**src/sv/asm_pkg.sv**
```systemverilog
package asm_pkg;

  localparam int unsigned LseW  = 24;
  localparam int unsigned ValW  = 32;
  localparam int unsigned Frac  = 16;
  localparam int unsigned DenW  = Frac + 9;
  localparam int unsigned SumW  = ValW + 9;
  localparam int unsigned NumW  = SumW + Frac;
  localparam int unsigned DataW = LseW + ValW;

  localparam logic signed [LseW-1:0] LseNegInf = {1'b1, {(LseW-1){1'b0}}};
  localparam logic signed [LseW-1:0] LsePosMax = {1'b0, {(LseW-1){1'b1}}};
  localparam logic [30:0] Q30One = 31'h4000_0000;
  localparam logic [16:0] QOne   = 17'h1_0000;

  typedef logic [30:0] coef_arr_t [Frac];

  function automatic logic [63:0] isqrt(input logic [63:0] n);
    logic [63:0] res;
    logic [63:0] rem;
    logic [63:0] bit_v;
    res = '0;
    rem = n;
    for (int i = 31; i >= 0; i--) begin
      bit_v = 64'd1 << (2 * i);
      if (rem >= res + bit_v) begin
        rem = rem - (res + bit_v);
        res = (res >> 1) + bit_v;
      end else begin
        res = res >> 1;
      end
    end
    return res;
  endfunction

  function automatic coef_arr_t gen_coef();
    coef_arr_t arr;
    logic [63:0] c;
    c = isqrt(64'd1 << 59);
    for (int k = 0; k < Frac; k++) begin
      arr[k] = c[30:0];
      c = isqrt(c << 30);
    end
    return arr;
  endfunction

  localparam coef_arr_t ExpCoef = gen_coef();

endpackage

```
**src/sv/asm_mul.sv**
```systemverilog
module asm_mul (
  input  logic        clk_i,
  input  logic [31:0] a_i,
  input  logic [31:0] b_i,
  output logic [63:0] p_o
);
  logic [63:0] p_q;

  always_ff @(posedge clk_i) begin
    p_q <= 64'(a_i) * 64'(b_i);
  end

  assign p_o = p_q;
endmodule

```
**src/sv/asm_div.sv**
```systemverilog
module asm_div (
  input  logic                          clk_i,
  input  logic                          rst_ni,
  input  logic                          start_i,
  input  logic [asm_pkg::NumW-1:0]      num_i,
  input  logic [asm_pkg::DenW-1:0]      den_i,
  output logic                          busy_o,
  output logic [asm_pkg::NumW-1:0]      quo_o
);
  import asm_pkg::*;

  logic            busy_q, busy_d;
  logic [5:0]      cnt_q, cnt_d;
  logic [NumW-1:0] quo_q, quo_d;
  logic [DenW-1:0] rem_q, rem_d;
  logic [DenW-1:0] den_q;
  logic [DenW:0]   rem_sh;
  logic            fits;

  assign rem_sh = {rem_q, quo_q[NumW-1]};
  assign fits   = rem_sh >= {1'b0, den_q};

  always_comb begin
    busy_d = busy_q;
    cnt_d  = cnt_q;
    quo_d  = quo_q;
    rem_d  = rem_q;
    if (start_i) begin
      busy_d = 1'b1;
      cnt_d  = 6'(NumW - 1);
      quo_d  = num_i;
      rem_d  = '0;
    end else if (busy_q) begin
      rem_d = fits ? DenW'(rem_sh - {1'b0, den_q}) : rem_sh[DenW-1:0];
      quo_d = {quo_q[NumW-2:0], fits};
      cnt_d = cnt_q - 6'd1;
      if (cnt_q == '0) begin
        busy_d = 1'b0;
      end
    end
  end

  always_ff @(posedge clk_i or negedge rst_ni) begin
    if (!rst_ni) begin
      busy_q <= 1'b0;
      cnt_q  <= '0;
    end else begin
      busy_q <= busy_d;
      cnt_q  <= cnt_d;
    end
  end

  always_ff @(posedge clk_i) begin
    quo_q <= quo_d;
    rem_q <= rem_d;
    if (start_i) begin
      den_q <= den_i;
    end
  end

  assign busy_o = busy_q;
  assign quo_o  = quo_q;
endmodule

```
**src/sv/attention_state_merge_top.sv**
```systemverilog
// Channel  | Direction | Payload
// s_axis   | in        | tdata: part_lse, part_value; tlast: last_partial
// m_axis   | out       | tdata: merged_value, merged_lse
//
// A skipped partial takes only the decode step; any other partial also runs the 16
// steps of the exp2 loop on the shared multiplier, 4 multiplies and the update step.
// A last partial adds the 57-step divider, which runs beside log2.
// Reset is asynchronous and clears the running state to an empty group.
// A stalled result waits in the output register while the next request is taken.
module attention_state_merge_top (
  input  logic                          clk_i,
  input  logic                          rst_ni,
  input  logic                          s_axis_tvalid,
  output logic                          s_axis_tready,
  input  logic [asm_pkg::DataW-1:0]     s_axis_tdata,  // part_lse, part_value
  input  logic                          s_axis_tlast,  // last_partial
  output logic                          m_axis_tvalid,
  input  logic                          m_axis_tready,
  output logic [asm_pkg::DataW-1:0]     m_axis_tdata   // merged_value, merged_lse
);
  import asm_pkg::*;

  typedef enum logic [15:0] {
    ST_IDLE = 16'h0001, ST_DEC  = 16'h0002, ST_EXPA = 16'h0004, ST_EXPB = 16'h0008,
    ST_EXPF = 16'h0010, ST_MD   = 16'h0020, ST_MSL  = 16'h0040, ST_MSH  = 16'h0080,
    ST_MV   = 16'h0100, ST_UPD  = 16'h0200, ST_FIN  = 16'h0400, ST_NORM = 16'h0800,
    ST_SQA  = 16'h1000, ST_SQB  = 16'h2000, ST_DIVW = 16'h4000, ST_OUT  = 16'h8000
  } state_e;

  state_e state_q, state_d;

  logic signed [LseW-1:0] max_q, max_d;
  logic [DenW-1:0]        den_q, den_d;
  logic signed [SumW-1:0] ws_q, ws_d;
  logic                   ovalid_q, ovalid_d;

  logic signed [LseW-1:0] s_q, s_d;
  logic signed [ValW-1:0] v_q, v_d;
  logic                   last_q, last_d;
  logic                   gt_q, gt_d;
  logic [7:0]             ip_q, ip_d;
  logic [15:0]            fp_q, fp_d;
  logic [3:0]             k_q, k_d;
  logic [30:0]            r_q, r_d;
  logic [16:0]            corr_q, corr_d, w_q, w_d;
  logic [56:0]            t_q, t_d;
  logic signed [SumW:0]   a_q, a_d;
  logic [30:0]            x_q, x_d;
  logic [4:0]             p_q, p_d;
  logic [15:0]            frac_q, frac_d;
  logic [ValW-1:0]        oval_q, oval_d;
  logic [LseW-1:0]        olse_q, olse_d;
  logic [ValW-1:0]        rval_q, rval_d;
  logic [LseW-1:0]        rlse_q, rlse_d;

  logic [31:0]     mul_a, mul_b;
  logic [63:0]     mul_p;
  logic            div_start, div_busy;
  logic [NumW-1:0] div_num, div_quo;

  logic              s_acc;
  logic              gt_c;
  logic              ws_neg, v_neg;
  logic [SumW-1:0]   ws_mag;
  logic [ValW-1:0]   v_mag;
  logic [LseW:0]     diff;
  logic [8:0]        shift;
  logic [63:0]       e_full;
  logic [16:0]       e_val;
  logic [26:0]       den_new;
  logic [56:0]       tm;
  logic [40:0]       rnd_s;
  logic [31:0]       rnd_v;
  logic signed [SumW+1:0] sum_new;
  logic [31:0]       sq_y;
  logic [ValW-1:0]   lim, res;
  logic signed [6:0] pm;
  logic signed [26:0] lse_w;

  assign s_acc         = s_axis_tvalid && s_axis_tready;
  assign s_axis_tready = (state_q == ST_IDLE);
  assign ws_neg = ws_q[SumW-1];
  assign ws_mag = ws_neg ? SumW'(-ws_q) : SumW'(ws_q);
  assign v_neg  = v_q[ValW-1];
  assign v_mag  = v_neg ? ValW'(-v_q) : ValW'(v_q);

  always_comb begin
    mul_a = '0;
    mul_b = '0;
    unique case (state_q)
      ST_EXPA: begin
        mul_a = 32'(r_q);
        mul_b = fp_q[4'd15 - k_q] ? 32'(ExpCoef[k_q]) : 32'(Q30One);
      end
      ST_MD:  begin mul_a = 32'(den_q);         mul_b = 32'(corr_q); end
      ST_MSL: begin mul_a = ws_mag[31:0];        mul_b = 32'(corr_q); end
      ST_MSH: begin mul_a = 32'(ws_mag[40:32]);  mul_b = 32'(corr_q); end
      ST_MV:  begin mul_a = v_mag;               mul_b = 32'(w_q);    end
      ST_SQA: begin mul_a = 32'(x_q);            mul_b = 32'(x_q);    end
      default: begin mul_a = '0; mul_b = '0; end
    endcase
  end

  asm_mul u_mul (
    .clk_i (clk_i),
    .a_i   (mul_a),
    .b_i   (mul_b),
    .p_o   (mul_p)
  );

  assign div_start = (state_q == ST_FIN) && (den_q != '0);
  assign div_num = NumW'({ws_mag, 16'b0}) + NumW'(den_q >> 1);

  asm_div u_div (
    .clk_i   (clk_i),
    .rst_ni  (rst_ni),
    .start_i (div_start),
    .num_i   (div_num),
    .den_i   (den_q),
    .busy_o  (div_busy),
    .quo_o   (div_quo)
  );

  assign gt_c   = $signed(s_q) > $signed(max_q);
  assign diff   = gt_c ? (LseW+1)'($signed(s_q) - $signed(max_q))
                       : (LseW+1)'($signed(max_q) - $signed(s_q));
  assign shift  = 9'(ip_q) + 9'd14;
  assign e_full = ({33'b0, r_q} + (64'd1 << (shift - 9'd1))) >> shift;
  assign e_val  = (shift >= 9'd63) ? 17'd0 : e_full[16:0];
  assign den_new = 27'((mul_p[41:0] + 42'h8000) >> 16) + 27'(w_q);
  assign tm     = t_q + {mul_p[24:0], 32'b0};
  assign rnd_s  = 41'((tm + 57'h8000) >> 16);
  assign rnd_v  = 32'((mul_p[47:0] + 48'h8000) >> 16);
  assign sum_new = (SumW+2)'(a_q) + (v_neg ? -(SumW+2)'($signed({1'b0, rnd_v}))
                                           : (SumW+2)'($signed({1'b0, rnd_v})));
  assign sq_y   = mul_p[61:30];
  assign lim    = ws_neg ? 32'h8000_0000 : 32'h7fff_ffff;
  assign res    = (div_quo > NumW'(lim)) ? lim : div_quo[31:0];
  assign pm     = $signed({2'b0, p_q}) - 7'sd16;
  assign lse_w  = 27'(max_q) + {{4{pm[6]}}, pm, 16'b0} + {11'b0, frac_q};

  always_comb begin
    state_d  = state_q;
    max_d = max_q;  den_d = den_q;  ws_d = ws_q;
    ovalid_d = ovalid_q;
    s_d = s_q;  v_d = v_q;  last_d = last_q;
    gt_d = gt_q;  ip_d = ip_q;  fp_d = fp_q;  k_d = k_q;  r_d = r_q;
    corr_d = corr_q;  w_d = w_q;  t_d = t_q;  a_d = a_q;
    x_d = x_q;  p_d = p_q;  frac_d = frac_q;
    oval_d = oval_q;  olse_d = olse_q;  rval_d = rval_q;  rlse_d = rlse_q;
    if (m_axis_tvalid && m_axis_tready) begin
      ovalid_d = 1'b0;
    end
    unique case (state_q)
      ST_IDLE: begin
        if (s_acc) begin
          s_d     = s_axis_tdata[LseW-1:0];
          v_d     = s_axis_tdata[DataW-1:LseW];
          last_d  = s_axis_tlast;
          state_d = ST_DEC;
        end
      end
      ST_DEC: begin
        gt_d = gt_c;
        if (s_q == LseNegInf) begin
          state_d = last_q ? ST_FIN : ST_IDLE;
        end else begin
          ip_d    = diff[23:16];
          fp_d    = diff[15:0];
          r_d     = Q30One;
          k_d     = '0;
          state_d = ST_EXPA;
        end
      end
      ST_EXPA: state_d = ST_EXPB;
      ST_EXPB: begin
        r_d = 31'((mul_p + 64'h2000_0000) >> 30);
        k_d = k_q + 4'd1;
        state_d = (k_q == 4'd15) ? ST_EXPF : ST_EXPA;
      end
      ST_EXPF: begin
        corr_d  = gt_q ? e_val : QOne;
        w_d     = gt_q ? QOne : e_val;
        state_d = ST_MD;
      end
      ST_MD: state_d = ST_MSL;
      ST_MSL: begin
        den_d   = (den_new > 27'((1 << DenW) - 1)) ? {DenW{1'b1}} : den_new[DenW-1:0];
        state_d = ST_MSH;
      end
      ST_MSH: begin
        t_d     = 57'(mul_p[48:0]);
        state_d = ST_MV;
      end
      ST_MV: begin
        a_d     = ws_neg ? -$signed({1'b0, rnd_s}) : $signed({1'b0, rnd_s});
        state_d = ST_UPD;
      end
      ST_UPD: begin
        if (sum_new > (SumW+2)'($signed({1'b0, {(SumW-1){1'b1}}}))) begin
          ws_d = {1'b0, {(SumW-1){1'b1}}};
        end else if (sum_new < -(SumW+2)'($signed({1'b0, 1'b1, {(SumW-1){1'b0}}}))) begin
          ws_d = {1'b1, {(SumW-1){1'b0}}};
        end else begin
          ws_d = sum_new[SumW-1:0];
        end
        if (gt_q) begin
          max_d = s_q;
        end
        state_d = last_q ? ST_FIN : ST_IDLE;
      end
      ST_FIN: begin
        if (den_q == '0) begin
          rval_d  = '0;
          rlse_d  = LseNegInf;
          state_d = ST_OUT;
        end else begin
          x_d     = 31'(den_q);
          p_d     = 5'd30;
          k_d     = '0;
          frac_d  = '0;
          state_d = ST_NORM;
        end
      end
      ST_NORM: begin
        if (x_q[30]) begin
          state_d = ST_SQA;
        end else begin
          x_d = {x_q[29:0], 1'b0};
          p_d = p_q - 5'd1;
        end
      end
      ST_SQA: state_d = ST_SQB;
      ST_SQB: begin
        frac_d  = {frac_q[14:0], sq_y[31]};
        x_d     = sq_y[31] ? sq_y[31:1] : sq_y[30:0];
        k_d     = k_q + 4'd1;
        state_d = (k_q == 4'd15) ? ST_DIVW : ST_SQA;
      end
      ST_DIVW: begin
        if (!div_busy) begin
          rval_d = ws_neg ? ValW'(-res) : res;
          if (lse_w > 27'(LsePosMax)) begin
            rlse_d = LsePosMax;
          end else if (lse_w <= 27'(LseNegInf)) begin
            rlse_d = LseNegInf + LseW'(1);
          end else begin
            rlse_d = lse_w[LseW-1:0];
          end
          state_d = ST_OUT;
        end
      end
      ST_OUT: begin
        if (!ovalid_q || m_axis_tready) begin
          oval_d   = rval_q;
          olse_d   = rlse_q;
          ovalid_d = 1'b1;
          max_d    = LseNegInf;
          den_d    = '0;
          ws_d     = '0;
          state_d  = ST_IDLE;
        end
      end
      default: state_d = ST_IDLE;
    endcase
  end

  always_ff @(posedge clk_i or negedge rst_ni) begin
    if (!rst_ni) begin
      state_q  <= ST_IDLE;
      max_q    <= LseNegInf;
      den_q    <= '0;
      ws_q     <= '0;
      ovalid_q <= 1'b0;
      k_q      <= '0;
    end else begin
      state_q  <= state_d;
      max_q    <= max_d;
      den_q    <= den_d;
      ws_q     <= ws_d;
      ovalid_q <= ovalid_d;
      k_q      <= k_d;
    end
  end

  always_ff @(posedge clk_i) begin
    s_q <= s_d;  v_q <= v_d;  last_q <= last_d;
    gt_q <= gt_d;  ip_q <= ip_d;  fp_q <= fp_d;  r_q <= r_d;
    corr_q <= corr_d;  w_q <= w_d;  t_q <= t_d;  a_q <= a_d;
    x_q <= x_d;  p_q <= p_d;  frac_q <= frac_d;
    oval_q <= oval_d;  olse_q <= olse_d;  rval_q <= rval_d;  rlse_q <= rlse_d;
  end

  assign m_axis_tvalid = ovalid_q;
  assign m_axis_tdata  = {olse_q, oval_q};

  // The running state returns to an empty group once a result is loaded.
  a_clear: assert property (@(posedge clk_i) disable iff (!rst_ni)
    (state_q == ST_OUT && (!ovalid_q || m_axis_tready)) |=>
      (den_q == '0 && ws_q == '0 && max_q == LseNegInf))
    else $error("merge state not cleared after result");

  // The exp2 product never grows past one.
  a_exp: assert property (@(posedge clk_i) disable iff (!rst_ni)
    (state_q == ST_EXPA) |-> (r_q <= Q30One))
    else $error("exp2 accumulator above one");

  // A skipped partial leaves the denominator untouched.
  a_skip: assert property (@(posedge clk_i) disable iff (!rst_ni)
    (s_acc && s_axis_tdata[LseW-1:0] == LseNegInf && !s_axis_tlast) |=> ##1
      (den_q == $past(den_q, 2)))
    else $error("skipped partial changed the denominator");
endmodule
```
**config.mk**
```make
export PLATFORM = sky130hd
export DESIGN_NAME = attention_state_merge_top
export DESIGN_NICKNAME = d
export VERILOG_FILES = /design/src/sv/asm_pkg.sv /design/src/sv/asm_mul.sv /design/src/sv/asm_div.sv /design/src/sv/attention_state_merge_top.sv
export SDC_FILE = /design/constraint.sdc
export NUM_CORES = 2
export LEC_CHECK = 0
export BUFFER_PORTS_ARGS = -buffer_cell sky130_fd_sc_hd__buf_2
export CAP_MARGIN = 25
export CORE_MARGIN = 2
export CORE_UTILIZATION = 32
export CTS_CLUSTER_DIAMETER = 150
export DETAILED_ROUTE_END_ITERATION = 7
export HOLD_SLACK_MARGIN = 0.12
export SLEW_MARGIN = 20
export SYNTH_ARGS = -nofsm -noshare
export SYNTH_HDL_FRONTEND = slang
export SYNTH_SLANG_ARGS = --single-unit
```
**constraint.sdc**
```tcl
create_clock -name clk_i -period 29.9 [get_ports clk_i]
set_input_delay 4.485 -clock clk_i [delete_from_list [all_inputs] [get_ports clk_i]]
set_output_delay 4.485 -clock clk_i [all_outputs]
set_load 0.01 [all_outputs]
```
# After elaboration in Yosys (flattened, before gate mapping)
# Memory sizes are Yosys's and may differ from the RTL's.
# Index checks and enable logic that the tools add are counted.
dict set report word_totals {
  latchBits 0
  mem_count 1
  output_inout_bits 58
  in_bits 61
  ram_bits 0
  register_bits 689
  rom_bits 496
}
# name depth width read_ports rd_clocked_by_memory_dff wr line_no
set memory_table {}
lappend memory_table {{(name not given)} 16 31 1 0 0 attention_state_merge_top.sv:93} ;# mul_b = fp_q[4'd15 - k_q] ? 32'(ExpCoef[k_q]) : 32'(Q30One);
dict set report op_classes {
  n_reduce_logical 33
  mux 69
  n_lt_le_gt_ge 11
  n_mul 1
  bitwise 2
  div_mod_pow 0
  eq_ne 27
  n_shift 2
  addsub 26
}
# cell n
set ops {}
lappend ops {{one-hot mux 16 bit (16 select lines)} 1}
lappend ops {{two-way mux 31 bit} 7}
lappend ops {{two-way mux 41 bit} 5}
lappend ops {{two-way mux 32 bit} 6}
lappend ops {{one-hot mux 32 bit (6 select lines)} 1}
lappend ops {{two-way mux 24 bit} 7}
lappend ops {{one-hot mux 31 bit (4 select lines)} 1}
lappend ops {{two-way mux 57 bit} 2}
lappend ops {{two-way mux 16 bit} 6}
lappend ops {{one-hot mux 24 bit (2 select lines)} 2}
lappend ops {{one-hot mux 31 bit (3 select lines)} 1}
lappend ops {{one-hot mux 41 bit (2 select lines)} 1}
lappend ops {{two-way mux 25 bit} 3}
lappend ops {{adder 31 x 64 -> 64 bit} 1}
lappend ops {{negation 32 bit} 2}
lappend ops {{one-hot mux 32 bit (2 select lines)} 1}
lappend ops {{left shift 1 x 9 -> 64 bit, first input constant} 1}
lappend ops {{right shift 64 x 9 -> 17 bit} 1}
lappend ops {{multiplier 32 x 31 -> 62 bit} 1}
lappend ops {{one-hot mux 31 bit (2 select lines)} 1}
lappend ops {{adder 61 x 30 -> 61 bit, second input constant} 1}
lappend ops {{adder 49 x 57 -> 57 bit} 1}
lappend ops {{adder 57 x 16 -> 57 bit, second input constant} 1}
lappend ops {{adder 57 x 24 -> 57 bit} 1}
lappend ops {{other kinds (77)} 116}

# Logic depth before layout (Yosys ltp)
dict set report logic_depth {
  depth_word 8
  depth_mapped 42
}

# Cells and area by module
# From an unflattened synthesis, not the netlist that was laid out.
dict set report unflattened {
  hier_cells 8843
  hier_area_um2 80916.4
}
# module cells_each area_per_inst_um2 instances
set modules_own_cells {}
lappend modules_own_cells {attention_state_merge_top 4442 39755.6 1}
lappend modules_own_cells {asm_mul 3857 35003.6 1}
lappend modules_own_cells {asm_div 544 6157.2 1}

# Worst setup path after synthesis
# No wires, ideal clock.
dict set report synth_path {
  path_kind {reg-to-reg}
  start {register state_q[1]}
  end {register u_mul.p_q[57] (netlist: u_mul.p_o[57])}
  t_arrival_ns 11.250
  required_ns 29.794
  slack_ns 18.544
  setup_time_ns 0.106
  path_stages_with_launch 41
  n_path_buf 5
  cell_sequence {dfrtp_1 or4_1 or3_1 or3_1 or3b_2 clkbuf_1 inv_1 or3_1 clkbuf_1 buf_2 a222oi_1 o21ai_1 clkbuf_1 nand2_1 fa_1 inv_1 fa_1 inv_1 (+5 left out) fa_1 inv_1 fa_1 inv_1 ha_1 clkbuf_1 a21o_1 a21oi_1 o211ai_1 a21o_1 a21o_1 a21oi_1 a211oi_1 o211ai_1 a21oi_1 o21ai_0 or4b_2 o311ai_0}
}
dict set report synth_via {
  elab_chain_cells 4
}
# element line_no
set synth_rtl {}
lappend synth_rtl {{start, declared} attention_state_merge_top.sv:30} ;# state_e state_q, state_d;
lappend synth_rtl {{start signal, assigned} attention_state_merge_top.sv:277} ;# state_q <= state_d;
lappend synth_rtl {{equality test 16 x 8 -> 1 bit, or another cell as far along} attention_state_merge_top.sv:90} ;# unique case (state_q)
lappend synth_rtl {{OR reduction 3 bit (no line)} -}
lappend synth_rtl {{one-hot mux 31 bit (4 select lines)} attention_state_merge_top.sv:90}
lappend synth_rtl {{multiplier 32 x 31 -> 62 bit (*)} asm_mul.sv:10} ;# p_q <= 64'(a_i) * 64'(b_i);
lappend synth_rtl {{end signal, assigned} asm_mul.sv:10}
lappend synth_rtl {{end, declared} asm_mul.sv:7} ;# logic [63:0] p_q;
# Every way passes the cells marked *; elsewhere a longest branch is shown, timed or not.
# A chain may end at the register's enable or synchronous reset.

# Final worst setup path
# Ends and elaborated chain as after synthesis.

==> impl_metrics.py <==
metrics = {
    "outcome": {
        "status": "finished with violations",
        "violations": "DRC",
    },
    "floorplan": {
        "die_area_sq_mm": 0.248,
        "start_util": 0.322,
        "die_y_microns": 498,
        "die_w_microns": 498,
        "rows": 181,
        "pin_count": 119,
        "core_sq_mm": 0.243,
    },
    "setup_path": {
        "slowest_delay_ps": 830,
        "arrival_ps": 13660,
        "rr_endpoint": "u_mul.p_o[57]",
        "critPathMaxFanout": 42,
        "path_class": "flip-flop to flip-flop",
        "cp_slowest_cell": "or3_1",
        "reg2reg_setup_slack_ps": 16850,
        "r2r_start": "state_q[1]",
        "rr_worst_depth": 38,
        "setup.worst_path.start_class": "flip-flop",
        "cp.required_ps": 30510,
        "end_kind": "flip-flop",
    },
    "timing": {
        "post-route-min-period_ps": 13050,
        "setup_viol": 0,
        "slew_headroom": 0.155,
        "maxSlewViolCount": 0,
        "clock_skew_ps": 59.2,
        "tns_ps": 0,
        "hold_viol_final": 0,
        "rsz0062_at_grt": "false",
        "fin_crit_sh": 0.436,
        "tightest_slew_ps": 1260,
        "max_freq_mhz": 76.6,
        "final.setup.worst_slack_ps": 16850,
    },
    "synth": {
        "seq_area_frac_synth": 0.240,
        "syn-cell-area_sq_mm": 0.0782,
        "ys_warn_count": 0,
        "yosysUniqueCellTypes": 105,
        "synthFlopType": "edfxtp_1",
        "synth_cells": 8722,
        "synth_edf_count": 469,
        "async_reset_ff_frac": 0.175,
        "ys_seq_elements": 674,
        "avgSynthCellArea_sq_um": 8.97,
    },
    "global_routing": {
        "antenna_found_initial": 11,
        "grtUsageTotal": 0.227,
        "grt_pass1_vias": 65985,
        "grt_max_degree": 106,
        "grt_pass1_wl_microns": 427000,
        "grt.overflow.total": 0,
    },
    "final_layout": {
        "final_cell_mix": "1139 x inv_1, 1120 x nand2_1, 872 x fa_1",
        "postLayoutCoreUtil": 0.353,
        "syn2layout_area_growth_pct": 9.76,
        "final_nets": 10140,
        "final_common_cell": "inv_1",
        "drive_gt1_frac": 0.0730,
        "stdcell_area_sq_mm": 0.0858,
    },
    "clock_tree": {
        "cts_inserted_buffers": 82,
        "cts_root_buf": "clkbuf_16",
        "cts_tree": "built",
        "ctsResizeCount": 0,
        "clk_pin_slew_ps": 60,
        "ctsHoldBuffers": 0,
        "cts.sinks": 674,
        "clk_latency_ps": 740,
        "post_cts_buffers": 0,
        "clockBufferDepth": 3,
        "htreeDepth": 3,
    },
    "route": {
        "drc": 1,
        "drtIter0Drc": 7289,
        "num_vias": 66251,
        "wire_per_inst_microns": 24.0,
        "routed_wirelength_microns": 288000,
        "vias_per_cell": 5.54,
        "first_pass_iters": 8,
        "detail-route-antenna-nets": 0,
    },
    "placed_design": {
        "place_area_sq_mm": 0.0829,
        "dp_hpwl_microns": 221000,
        "preCtsSetupSlack_ps": 17080,
        "numPortBuffers": 118,
        "routabilityCongestion": 1.03,
    },
    "job": {
        "drv_cap": 0,
    },
    "min_path": {
        "hp-class": "flip-flop to flip-flop",
        "holdPathStages": 0,
        "worstHoldStart": "rlse_q[16]",
        "worstHoldEndpoint": "olse_q[16]",
    },
    "pwr": {
        "power_density_mw_per_mm2": 34.3,
        "p_leak_nw": 37.7,
        "ir_drop_mv": 0.0405,
    },
}
[worst max-delay path, delay by kind of cell (launching register included)]
kind	cells	cell delay (ps)
adders and majority gates	9	4540
DFF	1	440
AOI/OAI and AO/OA	12	2760
and+or+nand+nor	7	3380
buffers and inverters	10	1760
[final cells by class]
cell class              instances  area [sq um]
inverters                    1148          4310
diodes                          8          20.0
clock inverters                51           653
flip-flops and latches        674         18800
fillers                     24740        157000
repair buffers                303          2030
multi-input cells            6480         53800
well taps                    3202          4010
clock buffers                 101          2200
[cell families after synthesis]
family,after synthesis,share of synthesized area
muxes,111,0.0161
xor gates and xnor gates,466,0.0524
buffers and inverters,1579,0.0768
AOI/OAI and AO/OA,1620,0.140
adders and majority gates,1390,0.306
and+or+nand+nor,2880,0.168
other,2,0.0000960
DFF,674,0.240
[synthesized netlist by cell type (20+ instances only)]
cell	instances	share of area
o31ai_1	60	0.0058
a21boi_0	21	0.0020
or2_2	45	0.0036
clkbuf_1	375	0.018
nor2_1	818	0.039
a21o_1	157	0.015
nand2_1	1120	0.054
or3_1	66	0.0053
and2_1	120	0.0096
nor3_1	136	0.0087
dfxtp_1	87	0.022
xor2_1	192	0.022
inv_1	1142	0.055
a221oi_1	31	0.0035
a21oi_1	338	0.022
buf_1	29	0.0014
xnor2_1	272	0.030
a31oi_1	56	0.0045
fa_1	872	0.22
and3_1	53	0.0042
nand3_1	137	0.0088
a22oi_1	32	0.0031
ha_1	518	0.083
dfrtp_1	116	0.037
nor2b_1	50	0.0040
a22o_1	42	0.0047
nor4_1	56	0.0045
o21ai_0	342	0.022
nand2b_1	70	0.0056
nor3b_1	21	0.0020
o21bai_1	50	0.0048
and4_1	28	0.0031
nand4_1	78	0.0062
mux2i_1	85	0.011
edfxtp_1	469	0.18
o21a_1	68	0.0065
o211ai_1	88	0.0084
a211oi_1	60	0.0058
o211ai_2	20	0.0032
[how the worst max path moves through the flow]
| stage | startpoint | endpoint | cells after the start |
|---|---|---|---|
| finish | state_q[1] | u_mul.p_o[57] | 38 |
| global route | state_q[1] | u_mul.p_o[57] | 38 |
| CTS | state_q[1] | u_mul.p_o[57] | 38 |
| detailed placement | state_q[1] | u_mul.p_o[57] | 38 |
| global placement | state_q[1] | u_mul.p_o[57] | 38 |
| floorplan | state_q[1] | u_mul.p_o[57] | 40 |
[power by group]
group / leakage, nW / total (mW) / switching (mW) / internal, mW
clock network: 1.37 / 1.06 / 0.464 / 0.598
registers: 6.55 / 1.11 / 0.0640 / 1.05
logic: 29.8 / 0.774 / 0.543 / 0.231
total: 37.7 / 2.95 / 1.07 / 1.88
[state kept, by name, summed over array words and instances, names as in the netlist, 6 cells and up]
name	count
v_q	32
a_q	42
ws_q	41
olse_q	24
r_q	31
t_q	34
u_div.cnt_q	6
u_div.den_q	25
fp_q	16
s_q	24
den_q	25
rlse_q	24
corr_q	17
state_q	16
w_q	17
u_div.rem_q	25
frac_q	16
ip_q	8
oval_q	32
u_div.quo_o	57
x_q	31
rval_q	32
max_q	24
u_mul.p_o	62
[metrics by stage]
stage          std cells  power (mW)  hold WS, ps
2_1_floorplan       8733        1.57          400
3_3_place_gp       11796        1.88          401
3_5_place_dp       11801        1.88          405
4_1_cts            11953        2.95          416
5_1_grt            11960        3.05          422
6_report           11967        2.95          416
[per-layer routing]
layer	part of all wire	wire, microns	up-vias	global-route usage
met5	0.0015	434	-	0
met4	0.061	17600	16	0.120
met3	0.098	28200	722	0.0552
met2	0.44	127000	3178	0.353
met1	0.40	114000	33109	0.292
li1	-	-	29226	-
Note: power is estimated with default switching activity, not from simulation.
